$ cat config.mk
export PLATFORM = sky130hd
export DESIGN_NAME = udp_header_filter_key_extract
export DESIGN_NICKNAME = d
export VERILOG_FILES = /design/src/rtl/core/uhf_pkg.sv /design/src/rtl/core/uhf_front.sv /design/src/rtl/core/uhf_queue.sv /design/src/rtl/core/uhf_back.sv /design/src/rtl/core/udp_header_filter_key_extract.sv
export VERILOG_INCLUDE_DIRS = /design/src /design/src/rtl/core
export SDC_FILE = /design/constraint.sdc
export NUM_CORES = 1
export LEC_CHECK = 0
export BUFFER_PORTS_ARGS = -buffer_cell sky130_fd_sc_hd__buf_2
export CORE_UTILIZATION = 63
export CTS_BUF_LIST = sky130_fd_sc_hd__clkbuf_8
export DETAILED_ROUTE_END_ITERATION = 10
export GPL_ROUTABILITY_DRIVEN = 0
export PLACE_DENSITY = 0.82
export SYNTH_ARGS = -nofsm -noshare
export SYNTH_HDL_FRONTEND = slang
export SYNTH_SLANG_ARGS = --single-unit
$ cat constraint.sdc
create_clock -name clk -period 13.3 [get_ports clk]
set_input_delay 2.66 -clock clk [delete_from_list [all_inputs] [get_ports clk]]
set_output_delay 2.66 -clock clk [all_outputs]
set_load 0.1 [all_outputs]
$ cat src/rtl/core/udp_header_filter_key_extract_defines.svh
// assertion macros for the udp header filter
`ifndef UDP_HEADER_FILTER_KEY_EXTRACT_DEFINES_SVH
`define UDP_HEADER_FILTER_KEY_EXTRACT_DEFINES_SVH
`ifndef SYNTHESIS
`define UHF_ASSERT(lbl, clk, rst, ante, cons) \
  lbl: assert property (@(posedge clk) disable iff (rst) (ante) |-> (cons)) \
    else $error("uhf assertion failed");
`define UHF_ASSERT_NEXT(lbl, clk, rst, ante, cons) \
  lbl: assert property (@(posedge clk) disable iff (rst) (ante) |=> (cons)) \
    else $error("uhf assertion failed");
`else
`define UHF_ASSERT(lbl, clk, rst, ante, cons)
`define UHF_ASSERT_NEXT(lbl, clk, rst, ante, cons)
`endif
`endif

$ cat src/rtl/core/uhf_pkg.sv
// shared types and constants of the udp header filter
`timescale 1ns / 1ps
package uhf_pkg;

  localparam int HEAD_BEATS      = 8;
  localparam int HEAD_IDX_W      = $clog2(HEAD_BEATS);
  localparam int COUNT_W         = HEAD_IDX_W + 1;
  localparam int UHF_QUEUE_DEPTH = 4;
  localparam int REG_IDX_W       = 2;
  localparam int CFG_DATA_W      = 32;

  localparam logic [23:0] ETH_IP_SIG = 24'h450008;
  localparam logic [7:0]  PROTO_UDP  = 8'h11;

  localparam logic KIND_BEAT = 1'b0;
  localparam logic KIND_KEY  = 1'b1;

  typedef enum logic [REG_IDX_W-1:0] {
    REG_SRC_IP   = 2'd0,
    REG_DST_IP   = 2'd1,
    REG_SRC_PORT = 2'd2,
    REG_DST_PORT = 2'd3
  } reg_idx_t;

  typedef enum logic {
    CMD_BEAT = 1'b0,
    CMD_DUMP = 1'b1
  } cmd_t;

  typedef struct packed {
    logic [63:0] data;
    logic [7:0]  keep;
    logic        last;
  } head_entry_t;

  typedef struct packed {
    cmd_t        cmd;
    head_entry_t beat;
  } qent_t;

  typedef struct packed {
    logic [15:0] key_high;
    logic [63:0] key_low;
    head_entry_t entry;
  } head_view_t;

  typedef struct packed {
    logic [HEAD_IDX_W-1:0] idx;
    logic                  done;
  } dump_ctl_t;

  typedef struct packed {
    logic        kind;
    logic [63:0] data;
    logic [7:0]  keep;
    logic        last;
    logic [63:0] key_low;
    logic [15:0] key_high;
    logic        burst_end;
  } res_t;

endpackage

$ cat src/rtl/core/uhf_front.sv
// front end: header capture, filter decision and command issue
`timescale 1ns / 1ps
`include "udp_header_filter_key_extract_defines.svh"
module uhf_front
  import uhf_pkg::*;
(
  input  logic                  clk,
  input  logic                  rst,
  input  logic                  in_valid,
  output logic                  in_stall,
  input  logic [63:0]           beat_data,
  input  logic [7:0]            beat_keep,
  input  logic                  beat_last,
  input  logic                  wr_en,
  input  logic [REG_IDX_W-1:0]  wr_index,
  input  logic [CFG_DATA_W-1:0] wr_data,
  output logic                  q_push,
  output qent_t                 q_entry,
  input  logic                  q_full,
  input  dump_ctl_t             dump_ctl,
  output head_view_t            head_view
);

  head_entry_t          head_mem [HEAD_BEATS];
  logic [COUNT_W-1:0]   beat_count;
  logic                 decided;
  logic                 passes;
  logic                 locked;
  logic [31:0]          src_ip;
  logic [31:0]          dst_ip;
  logic [15:0]          src_port;
  logic [15:0]          dst_port;

  logic                 accept;
  logic                 at_decide;
  logic                 match;
  logic                 push_beat;
  logic                 push_dump;
  head_entry_t          in_entry;
  logic [23:0]          sig;
  logic [7:0]           proto;
  logic [31:0]          got_src_ip;
  logic [31:0]          got_dst_ip;
  logic [15:0]          got_src_port;
  logic [15:0]          got_dst_port;

  assign in_entry  = '{data: beat_data, keep: beat_keep, last: beat_last};
  assign in_stall  = q_full || (locked && !decided);
  assign accept    = in_valid && !in_stall;
  assign at_decide = !decided && (beat_count == COUNT_W'(HEAD_BEATS - 1));

  // header fields, bytes taken from the held beats
  assign sig          = {head_mem[1].data[55:48], head_mem[1].data[47:40],
                         head_mem[1].data[39:32]};
  assign proto        = head_mem[2].data[63:56];
  assign got_src_ip   = {head_mem[3].data[23:16], head_mem[3].data[31:24],
                         head_mem[3].data[39:32], head_mem[3].data[47:40]};
  assign got_dst_ip   = {head_mem[3].data[55:48], head_mem[3].data[63:56],
                         head_mem[4].data[7:0],   head_mem[4].data[15:8]};
  assign got_src_port = {head_mem[4].data[23:16], head_mem[4].data[31:24]};
  assign got_dst_port = {head_mem[4].data[39:32], head_mem[4].data[47:40]};

  assign match = (sig == ETH_IP_SIG) && (proto == PROTO_UDP)
              && ((src_ip == '0)   || (got_src_ip == src_ip))
              && ((dst_ip == '0)   || (got_dst_ip == dst_ip))
              && ((src_port == '0) || (got_src_port == src_port))
              && ((dst_port == '0) || (got_dst_port == dst_port));

  assign push_beat = accept && decided && passes;
  assign push_dump = accept && at_decide && match;

  assign q_push        = push_beat || push_dump;
  assign q_entry.cmd   = push_dump ? CMD_DUMP : CMD_BEAT;
  assign q_entry.beat  = in_entry;

  assign head_view.key_high = {head_mem[5].data[63:56], head_mem[6].data[7:0]};
  assign head_view.key_low  = {head_mem[6].data[15:8],  head_mem[6].data[23:16],
                               head_mem[6].data[31:24], head_mem[6].data[39:32],
                               head_mem[6].data[47:40], head_mem[6].data[55:48],
                               head_mem[6].data[63:56], head_mem[7].data[7:0]};
  assign head_view.entry    = head_mem[dump_ctl.idx];

  always_ff @(posedge clk) begin
    if (accept && !decided) begin
      head_mem[beat_count[HEAD_IDX_W-1:0]] <= in_entry;
    end
  end

  always_ff @(posedge clk) begin
    if (rst) begin
      beat_count <= '0;
      decided    <= 1'b0;
      passes     <= 1'b0;
      locked     <= 1'b0;
      src_ip     <= '0;
      dst_ip     <= '0;
      src_port   <= '0;
      dst_port   <= '0;
    end else begin
      if (wr_en) begin
        case (reg_idx_t'(wr_index))
          REG_SRC_IP:   src_ip   <= wr_data;
          REG_DST_IP:   dst_ip   <= wr_data;
          REG_SRC_PORT: src_port <= wr_data[15:0];
          REG_DST_PORT: dst_port <= wr_data[15:0];
          default: ;
        endcase
      end
      if (push_dump) begin
        locked <= 1'b1;
      end else if (dump_ctl.done) begin
        locked <= 1'b0;
      end
      if (accept) begin
        if (beat_last) begin
          beat_count <= '0;
          decided    <= 1'b0;
          passes     <= 1'b0;
        end else if (at_decide) begin
          beat_count <= COUNT_W'(HEAD_BEATS);
          decided    <= 1'b1;
          passes     <= match;
        end else if (!decided) begin
          beat_count <= beat_count + 1'b1;
        end
      end
    end
  end

  `UHF_ASSERT(a_no_push_full, clk, rst, q_push, !q_full)
  `UHF_ASSERT(a_decided_count, clk, rst, decided, beat_count == COUNT_W'(HEAD_BEATS))
  `UHF_ASSERT(a_open_count, clk, rst, !decided, !beat_count[HEAD_IDX_W])

endmodule

$ cat src/rtl/core/uhf_queue.sv
// command queue between the front and back ends
`timescale 1ns / 1ps
module uhf_queue
  import uhf_pkg::*;
#(
  parameter int DEPTH = UHF_QUEUE_DEPTH
) (
  input  logic  clk,
  input  logic  rst,
  input  logic  push,
  input  qent_t push_entry,
  output logic  full,
  input  logic  pop,
  output logic  empty,
  output qent_t pop_entry
);

  localparam int AW = (DEPTH > 1) ? $clog2(DEPTH) : 1;
  localparam int CW = $clog2(DEPTH + 1);

  qent_t          mem [DEPTH];
  logic [AW-1:0]  wr_ptr;
  logic [AW-1:0]  rd_ptr;
  logic [CW-1:0]  count;

  assign full      = (count == CW'(DEPTH));
  assign empty     = (count == '0);
  assign pop_entry = mem[rd_ptr];

  always_ff @(posedge clk) begin
    if (push) begin
      mem[wr_ptr] <= push_entry;
    end
  end

  always_ff @(posedge clk) begin
    if (rst) begin
      wr_ptr <= '0;
      rd_ptr <= '0;
      count  <= '0;
    end else begin
      if (push) begin
        wr_ptr <= (wr_ptr == AW'(DEPTH - 1)) ? '0 : wr_ptr + 1'b1;
      end
      if (pop) begin
        rd_ptr <= (rd_ptr == AW'(DEPTH - 1)) ? '0 : rd_ptr + 1'b1;
      end
      case ({push, pop})
        2'b10:   count <= count + 1'b1;
        2'b01:   count <= count - 1'b1;
        default: count <= count;
      endcase
    end
  end

endmodule

$ cat src/rtl/core/uhf_back.sv
// back end: beat pass-through, key and held-beat replay, output register
`timescale 1ns / 1ps
`include "udp_header_filter_key_extract_defines.svh"
module uhf_back
  import uhf_pkg::*;
(
  input  logic       clk,
  input  logic       rst,
  input  logic       q_empty,
  input  qent_t      q_entry,
  output logic       q_pop,
  input  head_view_t head_view,
  output dump_ctl_t  dump_ctl,
  output logic       out_valid,
  input  logic       out_stall,
  output res_t       res
);

  typedef enum logic [1:0] {
    S_PASS = 2'b01,
    S_HEAD = 2'b10
  } state_t;

  state_t                state;
  state_t                state_next;
  logic [HEAD_IDX_W-1:0] idx;
  logic [HEAD_IDX_W-1:0] idx_next;
  logic                  load;
  logic                  have;
  logic                  last_idx;
  res_t                  res_next;

  assign load     = !out_valid || !out_stall;
  assign last_idx = (idx == HEAD_IDX_W'(HEAD_BEATS - 1));

  always_comb begin
    res_next      = '0;
    have          = 1'b0;
    q_pop         = 1'b0;
    dump_ctl.idx  = idx;
    dump_ctl.done = 1'b0;
    state_next    = state;
    idx_next      = idx;
    case (state)
      S_PASS: begin
        if (!q_empty) begin
          have  = 1'b1;
          q_pop = load;
          if (q_entry.cmd == CMD_DUMP) begin
            res_next.kind     = KIND_KEY;
            res_next.key_low  = head_view.key_low;
            res_next.key_high = head_view.key_high;
            state_next        = S_HEAD;
            idx_next          = '0;
          end else begin
            res_next.kind      = KIND_BEAT;
            res_next.data      = q_entry.beat.data;
            res_next.keep      = q_entry.beat.keep;
            res_next.last      = q_entry.beat.last;
            res_next.burst_end = 1'b1;
          end
        end
      end
      S_HEAD: begin
        have               = 1'b1;
        res_next.kind      = KIND_BEAT;
        res_next.data      = head_view.entry.data;
        res_next.keep      = head_view.entry.keep;
        res_next.last      = head_view.entry.last;
        res_next.burst_end = last_idx;
        idx_next           = idx + 1'b1;
        if (last_idx) begin
          state_next    = S_PASS;
          dump_ctl.done = load;
        end
      end
      default: begin
        state_next = S_PASS;
      end
    endcase
  end

  always_ff @(posedge clk) begin
    if (rst) begin
      state     <= S_PASS;
      idx       <= '0;
      out_valid <= 1'b0;
    end else if (load) begin
      state     <= state_next;
      idx       <= idx_next;
      out_valid <= have;
    end
  end

  always_ff @(posedge clk) begin
    if (load && have) begin
      res <= res_next;
    end
  end

  `UHF_ASSERT(a_no_pop_in_dump, clk, rst, state == S_HEAD, !q_pop)
  `UHF_ASSERT_NEXT(a_dump_starts, clk, rst, q_pop && (q_entry.cmd == CMD_DUMP), state == S_HEAD)
  `UHF_ASSERT_NEXT(a_idx_holds, clk, rst, (state == S_HEAD) && !load, $stable(idx))

endmodule

$ cat src/rtl/core/udp_header_filter_key_extract.sv
// top level of the udp/ipv4 header filter with key extraction
// a passed beat goes through the command queue and then the output register
// a passing frame's eighth beat queues a dump: the key, then eight held beats
// throughput: one beat per cycle while the queue has room; a new frame waits until
// the nine results are replayed, one per cycle from the header store when unstalled
// reset: synchronous, clears frame state, queue, output valid and filter registers
`timescale 1ns / 1ps
module udp_header_filter_key_extract
  import uhf_pkg::*;
#(
  parameter int QUEUE_DEPTH = UHF_QUEUE_DEPTH
) (
  input  logic                  clk,
  input  logic                  rst,
  input  logic                  in_valid,
  output logic                  in_stall,
  input  logic [63:0]           beat_data,
  input  logic [7:0]            beat_keep,
  input  logic                  beat_last,
  output logic                  out_valid,
  input  logic                  out_stall,
  output logic                  item_kind,
  output logic [63:0]           out_data,
  output logic [7:0]            out_keep,
  output logic                  out_last,
  output logic [63:0]           key_low,
  output logic [15:0]           key_high,
  output logic                  burst_end,
  input  logic                  wr_en,
  input  logic [REG_IDX_W-1:0]  wr_index,
  input  logic [CFG_DATA_W-1:0] wr_data
);

  logic       q_push;
  logic       q_full;
  logic       q_pop;
  logic       q_empty;
  qent_t      q_in;
  qent_t      q_out;
  head_view_t head_view;
  dump_ctl_t  dump_ctl;
  res_t       res;

  uhf_front u_front (
    .clk       (clk),
    .rst       (rst),
    .in_valid  (in_valid),
    .in_stall  (in_stall),
    .beat_data (beat_data),
    .beat_keep (beat_keep),
    .beat_last (beat_last),
    .wr_en     (wr_en),
    .wr_index  (wr_index),
    .wr_data   (wr_data),
    .q_push    (q_push),
    .q_entry   (q_in),
    .q_full    (q_full),
    .dump_ctl  (dump_ctl),
    .head_view (head_view)
  );

  uhf_queue #(
    .DEPTH (QUEUE_DEPTH)
  ) u_queue (
    .clk        (clk),
    .rst        (rst),
    .push       (q_push),
    .push_entry (q_in),
    .full       (q_full),
    .pop        (q_pop),
    .empty      (q_empty),
    .pop_entry  (q_out)
  );

  uhf_back u_back (
    .clk       (clk),
    .rst       (rst),
    .q_empty   (q_empty),
    .q_entry   (q_out),
    .q_pop     (q_pop),
    .head_view (head_view),
    .dump_ctl  (dump_ctl),
    .out_valid (out_valid),
    .out_stall (out_stall),
    .res       (res)
  );

  assign item_kind = res.kind;
  assign out_data  = res.data;
  assign out_keep  = res.keep;
  assign out_last  = res.last;
  assign key_low   = res.key_low;
  assign key_high  = res.key_high;
  assign burst_end = res.burst_end;

endmodule

==> flow_summary.json, run 1 <==
{
  "grt_max_degree": 107,
  "fmax_mhz": 204,
  "critPathTopFamily": "simple AND/OR/NAND/NOR gates",
  "yosys_register_bits": 1156,
  "cts_buffer_depth": 3,
  "postCtsResizedCells": 0,
  "status": "finished clean",
  "max_stage_delay_ns": 0.92,
  "routed_wl_um": 113000,
  "cp.arrival_ns": 5.33,
  "max_cap_violations": 0,
  "grt_usage_pct": 32.0,
  "finalCritPeriodShare_pct": 36.9,
  "path_cells": "buf_2, and3_1, o2111ai_1, or4_4, nand2_2, and2_4, buf_4",
  "yosysWarnings": 0,
  "syn2layout_area_growth_pct": 12.7,
  "p_per_area_nw_per_um2": 138,
  "die_x_um": 268,
  "max_slew_margin_pct": 13.8,
  "port_buffers": 268,
  "ys_seq_area_share_pct": 75.3,
  "rr_endpoint": "u_queue.mem[0][69]$_DFFE_PP_",
  "cts_buffers": 172,
  "viasPerCell": 6.56,
  "die_y_um": 268,
  "ys_top_cells_by_count": "1035 x edfxtp_1, 220 x mux4_2, 204 x nand2_1",
  "maxSlewViolCount": 0,
  "netlist_area_um2": 44500,
  "r2r_start": "u_front.head_mem[4][43]$_DFFE_PP_",
  "drt_iter0_markers": 3403,
  "grt_first_pass_wirelength_um": 163000,
  "dp_hpwl_um": 69500,
  "synth-edff-count": 1035,
  "synth_area_leaders": "edfxtp_1 70%, mux4_2 11%, dfxtp_1 5.4%, xnor2_1 1.9%, mux2_2 1.8%",
  "path_class": "in2reg",
  "htree_levels": 4,
  "cts_tree": "yes",
  "min_period_ns": 4.91,
  "vdd_drop_max_v": 0.0000931,
  "cts_hold_buffers": 0,
  "grt_overflow_total": 0,
  "drive_above_1_share_pct": 29.1,
  "synth_flop_cell": "edfxtp_1",
  "worstSetupStartpointType": "input pin",
  "hold_ws_ns": 0.488,
  "num_vias": 25200,
  "postCtsSetupRepairBufs": 0,
  "die_area_um2": 71700,
  "critPathBufInv": 2,
  "final-hold-violation-count": 0,
  "start_util_pct": 63.6,
  "async_flop_share_pct": 0,
  "p_leak_nw": 17.2,
  "rsz0062_at_grt": "no",
  "r2r_cells": 8,
  "drt.antenna.violating_nets": 0,
  "coreArea_um2": 70000,
  "path_clk_slew_ns": 0.07,
  "endpoint_kind": "flop",
  "grt_pass1_vias": 24900,
  "fin_nets": 2872,
  "synth_largest_area_cell": "edfxtp_1",
  "crit_fanout": 57,
  "fin_util_pct": 71.6,
  "rows": 97,
  "min_from": "u_front.dst_ip[28]$_SDFFE_PP0P_",
  "holdPathStages": 2,
  "crit_path_top_delay_cell": "buf_4",
  "regArea_um2": 33500,
  "avgSynthCellArea_um2": 18.5,
  "fin_skew_ns": 0.0425,
  "grt_antenna_before_repair": 18,
  "setup_tns_ns": 0,
  "dr.pass1.iters": 6,
  "r2r_slack_ns": 9.00,
  "hold_end": "u_front.dst_ip[28]$_SDFFE_PP0P_",
  "multiInputGateArea_um2": 10500,
  "finalSetupViolCount": 0,
  "syn-num-nets": 2531,
  "cts.sinks": 1156,
  "required_ns": 13.72,
  "yosysUniqueCellTypes": 52,
  "clkLatencyLatePin_ns": 0.84,
  "synth_cells": 2407,
  "yosysTopAreaCellShare_pct": 69.8,
  "drc": 0,
  "cts_root_buf": "clkbuf_8",
  "n_fill_cell": 4027,
  "worst_pin_slew_ns": 1.29,
  "hp-class": "reg2reg",
  "yosysMostFrequentCell": "edfxtp_1",
  "routedWlPerCell_um": 29.3,
  "finalPower_mw": 6.92,
  "io_pins": 269
}
==> per-layer routing <==
| metal | global-route usage [%] | share of wire [%] | vias up |
|---|---|---|---|
| met4 | 13.9 | 4.1 | 14 |
| met3 | 9.17 | 12 | 296 |
| li1 | - | - | 10300 |
| met1 | 44.2 | 37 | 12700 |
| met2 | 48.3 | 47 | 1880 |
| met5 | 0 | 0.065 | - |
==> sequential cells by signal, indices dropped and copies added (netlist names), 3 cells and up, named ones only <==
register,flops
u_front.head_mem,584
u_front.src_port,16
u_front.dst_ip,32
u_front.src_ip,32
u_queue.mem,296
u_back.res,155
u_front.dst_port,16
u_back.idx,3
u_queue.count,3
u_front.beat_count,4
==> final cells by class <==
class	count	area share (%)
Sequential cell	1156	66.8
Multi-Input combinational cell	1105	21.0
Clock buffer	177	4.86
Timing Repair Buffer	301	3.17
Tap cell	940	2.34
Clock inverter	141	1.67
Inverter	12	0.0923
Antenna cell	12	0.0599
==> worst max-delay path by stage <==
stage                     startpoint                      endpoint  slack, ns  cells after the start
after global routing        in_valid  u_queue.mem[3][65]$_DFFE_PP_       8.32                      7
after detailed placement    in_valid  u_queue.mem[0][65]$_DFFE_PP_       7.60                      7
final                       in_valid  u_queue.mem[0][69]$_DFFE_PP_       8.39                      7
after global placement      in_valid  u_queue.mem[3][16]$_DFFE_PP_       7.76                      7
after CTS                   in_valid  u_queue.mem[0][69]$_DFFE_PP_       8.44                      7
after floorplan            out_stall       u_back.res[0]$_DFFE_PP_       2.45                      1
==> cells in the final DEF, fill, tap and decap left out, types with 8 or more instances in the layout <==
cell,instances
mux4_2,219
nand3_1,9
nand4_1,30
ha_1,10
diode_2,12
clkinv_2,19
clkinv_1,38
a21oi_1,112
buf_2,267
nor4_1,34
a22oi_1,75
nand2_1,204
o21ai_0,8
buf_4,34
xnor2_1,96
mux2_2,73
clkbuf_8,177
dfxtp_1,116
inv_1,74
and3_1,84
nor2_1,91
bufinv_16,8
edfxtp_1,1035
==> cell families (layout without fill, tap and decap cells) <==
kind of cell / Yosys count / after routing / synth area share, %
compound gates: 205 / 205 / 2.78
xor+xnor: 98 / 98 / 1.93
fa+ha+maj: 12 / 12 / 0.354
buf+inv: 146 / 631 / 1.34
flops: 1156 / 1156 / 75.3
mux: 295 / 295 / 13.0
other cells: 0 / 12 / 0
simple gates: 495 / 495 / 5.31
==> worst min-delay path, delay by kind of cell, from the launching register on <==
kind / cells / cell delay, ns
AOI/OAI and AO/OA: 1 / 0.05
DFF: 1 / 0.33
and+or+nand+nor: 1 / 0.06
==> where the power goes <==
group	internal (mW)	switching, mW	total, mW	leakage (nW)
clock network	1.40	1.35	2.75	1.91
registers	3.98	0.0186	4.00	10.8
logic	0.0563	0.116	0.172	4.51
==> stage by stage <==
| step | std cells | setup slack, ns | area (µm²) |
|---|---|---|---|
| final | 3844 | 8.39 | 50200 |
| after global placement | 3514 | 7.76 | 46900 |
| after detailed placement | 3514 | 7.60 | 46900 |
| after global routing | 3841 | 8.32 | 50200 |
| after floorplan | 2407 | 2.45 | 44500 |
| after CTS | 3832 | 8.44 | 50100 |
Note: power is estimated with default switching activity, not from simulation.
==> inputs of run 2 (changes only) <==
ABC_AREA = 1   (was default)
CORE_UTILIZATION = 57   (was 63)
PLACE_DENSITY = 0.78   (was 0.82)
clock period = 4.1 ns   (was 13.3 ns; I/O delays follow)
==> run 2 against run 1 <==
  * Final cell count increased by 35%
  * Clock power rose to 3.2 times the previous value
  * Via count increased by 25%
  * Count of clock-buffer cells in the layout increased by 10
  * Largest power group unchanged
  * Flip-flop and latch count did not move
==> flow_summary.json, run 2 <==
{
  "clkLatencyLatePin_ns": 0.85,
  "routedWlPerCell_um": 24.0,
  "syn2layout_area_growth_pct": 12.7,
  "yosysMostFrequentCell": "edfxtp_1",
  "cts_hold_buffers": 0,
  "die_area_um2": 81200,
  "postCtsResizedCells": 0,
  "min_period_ns": 3.24,
  "viasPerCell": 6.07,
  "drc": 0,
  "grt_pass1_vias": 30500,
  "vdd_drop_max_v": 0.000353,
  "stdcell_count": 5185,
  "io_pins": 269,
  "cp.arrival_ns": 3.69,
  "synth_flop_cell": "edfxtp_1",
  "p_per_area_nw_per_um2": 503,
  "required_ns": 4.55,
  "drt.antenna.violating_nets": 0,
  "start_util_pct": 57.7,
  "power_frac_comb_pct": 13.4,
  "rows": 103,
  "final-hold-violation-count": 0,
  "cts_buffer_depth": 3,
  "hp-class": "in2reg",
  "power_frac_clock_pct": 34.5,
  "yosys_register_bits": 1156,
  "max_cap_violations": 0,
  "endpoint_kind": "flop",
  "crit_path_top_delay_cell": "buf_4",
  "drt_iter0_markers": 4205,
  "path_class": "reg2reg",
  "grt_usage_pct": 30.5,
  "cts_tree": "yes",
  "htree_levels": 4,
  "placedCellCount": 4860,
  "finalCritPeriodShare_pct": 79.0,
  "layout_common_cells": "1035 x edfxtp_1, 638 x nor2_1, 520 x o21ai_0",
  "largest_register_ffs": 584,
  "regArea_um2": 33500,
  "rsz0062_at_grt": "no",
  "yosysWarnings": 0,
  "p_int_mw": 18.3,
  "setup_tns_ns": 0,
  "hold_ws_ns": 0.313,
  "grt_antenna_before_repair": 17,
  "worst_pin_slew_ns": 1.11,
  "final_common_cell": "edfxtp_1",
  "ys_top_cells_by_count": "1035 x edfxtp_1, 650 x nor2_1, 520 x o21ai_0",
  "ys_seq_area_share_pct": 73.4,
  "r2r_slack_ns": 0.86,
  "drive_above_1_share_pct": 14.4,
  "synth_cells": 3697,
  "grt_max_degree": 134,
  "fin_util_pct": 65.0,
  "dr.pass1.iters": 7,
  "postCtsSetupRepairBufs": 0,
  "grt_overflow_total": 0,
  "die_x_um": 285,
  "synth_area_leaders": "edfxtp_1 68%, o21ai_0 5.7%, nor2_1 5.3%, dfxtp_1 5.3%, a21oi_1 2.4%",
  "seqPwrFrac_pct": 52.1,
  "yosysTopAreaCellShare_pct": 68.1,
  "port_buffers": 268,
  "p_switching_mw": 7.53,
  "netlist_area_um2": 45600,
  "cts.sinks": 1156,
  "fmax_mhz": 309,
  "synth-edff-count": 1035,
  "path_clk_slew_ns": 0.06,
  "fin_skew_ns": 0.0383,
  "async_flop_share_pct": 0,
  "max_stage_delay_ns": 0.54,
  "avgSynthCellArea_um2": 12.3,
  "cts_buffers": 178,
  "n_fill_cell": 5679,
  "maxSlewViolCount": 0,
  "cts_root_buf": "clkbuf_8",
  "dp_hpwl_um": 76600,
  "die_y_um": 285,
  "status": "finished clean",
  "path_cells": "inv_1, nand2_1, nor3_1, nand2_1, nor2_1, nand2_1, nor2_2, nand3_1, nor2_2, nor2_2, nor2_4, buf_4",
  "worstSetupStartpointType": "flop",
  "grt_first_pass_wirelength_um": 184000,
  "finalSetupViolCount": 0,
  "max_slew_margin_pct": 25.9,
  "p_leak_nw": 18.1,
  "synth_largest_area_cell": "edfxtp_1",
  "fin_nets": 4114,
  "crit_fanout": 38,
  "multiInputGateArea_um2": 10500,
  "num_vias": 31500,
  "routed_wl_um": 124000,
  "syn-num-nets": 3821,
  "swShare_pct": 29.1,
  "yosysUniqueCellTypes": 36,
  "coreArea_um2": 79100
}
[run 2: cell types whose count changed after synthesis, moves of 87 or more]
cell,before,now
a21oi_1,113,219
inv_1,10,187
mux4_2,220,0
nor2_1,97,650
o21ai_0,8,520
o22ai_1,0,87
[run 2: layout make-up]
cell class | instances | area share, %
antenna | 5 | 0.0243
clock buffer | 187 | 5.01
clock inverter | 133 | 1.37
inverter | 195 | 1.46
multi-input combinational | 2125 | 20.4
sequential | 1156 | 65.2
tap | 1050 | 2.56
timing repair buffer | 334 | 3.94
[run 2: worst paths after layout]
path	start	end	cells after the start
worst max register to register	u_front.head_mem[2][70]$_DFFE_PP_	u_queue.mem[3][65]$_DFFE_PP_	12
worst min register to register	u_back.idx[1]$_SDFFE_PP0P_	flop	2
worst max-delay path	u_front.head_mem[2][70]$_DFFE_PP_	u_queue.mem[3][65]$_DFFE_PP_	12
worst min-delay path	beat_keep[6]	u_front.head_mem[4][7]$_DFFE_PP_	1
[run 2: critical path, delay by kind of cell (launching register included)]
family                 cells  cell delay [ns]
and+or+nand+nor           10             1.83
buffers and inverters      2             0.62
DFF                        1             0.36
[run 2: per-layer routing]
layer	vias to the layer above	wire length, µm	global-route usage, %
li1	13900	-	-
met1	15200	45300	39.2
met2	1982	59700	49.2
met3	343	14200	7.40
met4	16	5170	14.2
met5	-	104	0
[run 2: logic make-up after synthesis]
logic type | synth area share (%)
flip-flops | 73.4
AND/OR/NAND/NOR | 9.20
AO/OA/AOI/OAI | 11.9
buffers and inverters | 3.80
XOR/XNOR | 1.31
adder cells (fa/ha/maj) | 0.346
[run 2: per-stage QoR]
stage               setup slack, ns  total power [mW]  instance area [µm²]
floorplan                     -1.14              16.3                45700
global placement              0.806              17.1                48100
detailed placement            0.787              17.1                48100
CTS                           0.984              25.9                51400
global route                  0.798              26.6                51400
finish                        0.861              25.8                51400
[run 2: power groups by stage]
stage	Sequential, mW	Combinational (mW)	Clock, mW
after floorplan	15.3	1.00	0
after global placement	13.7	3.38	0
after detailed placement	13.7	3.43	0
after CTS	13.5	3.44	9.00
after global routing	13.5	3.60	9.51
final	13.5	3.45	8.92
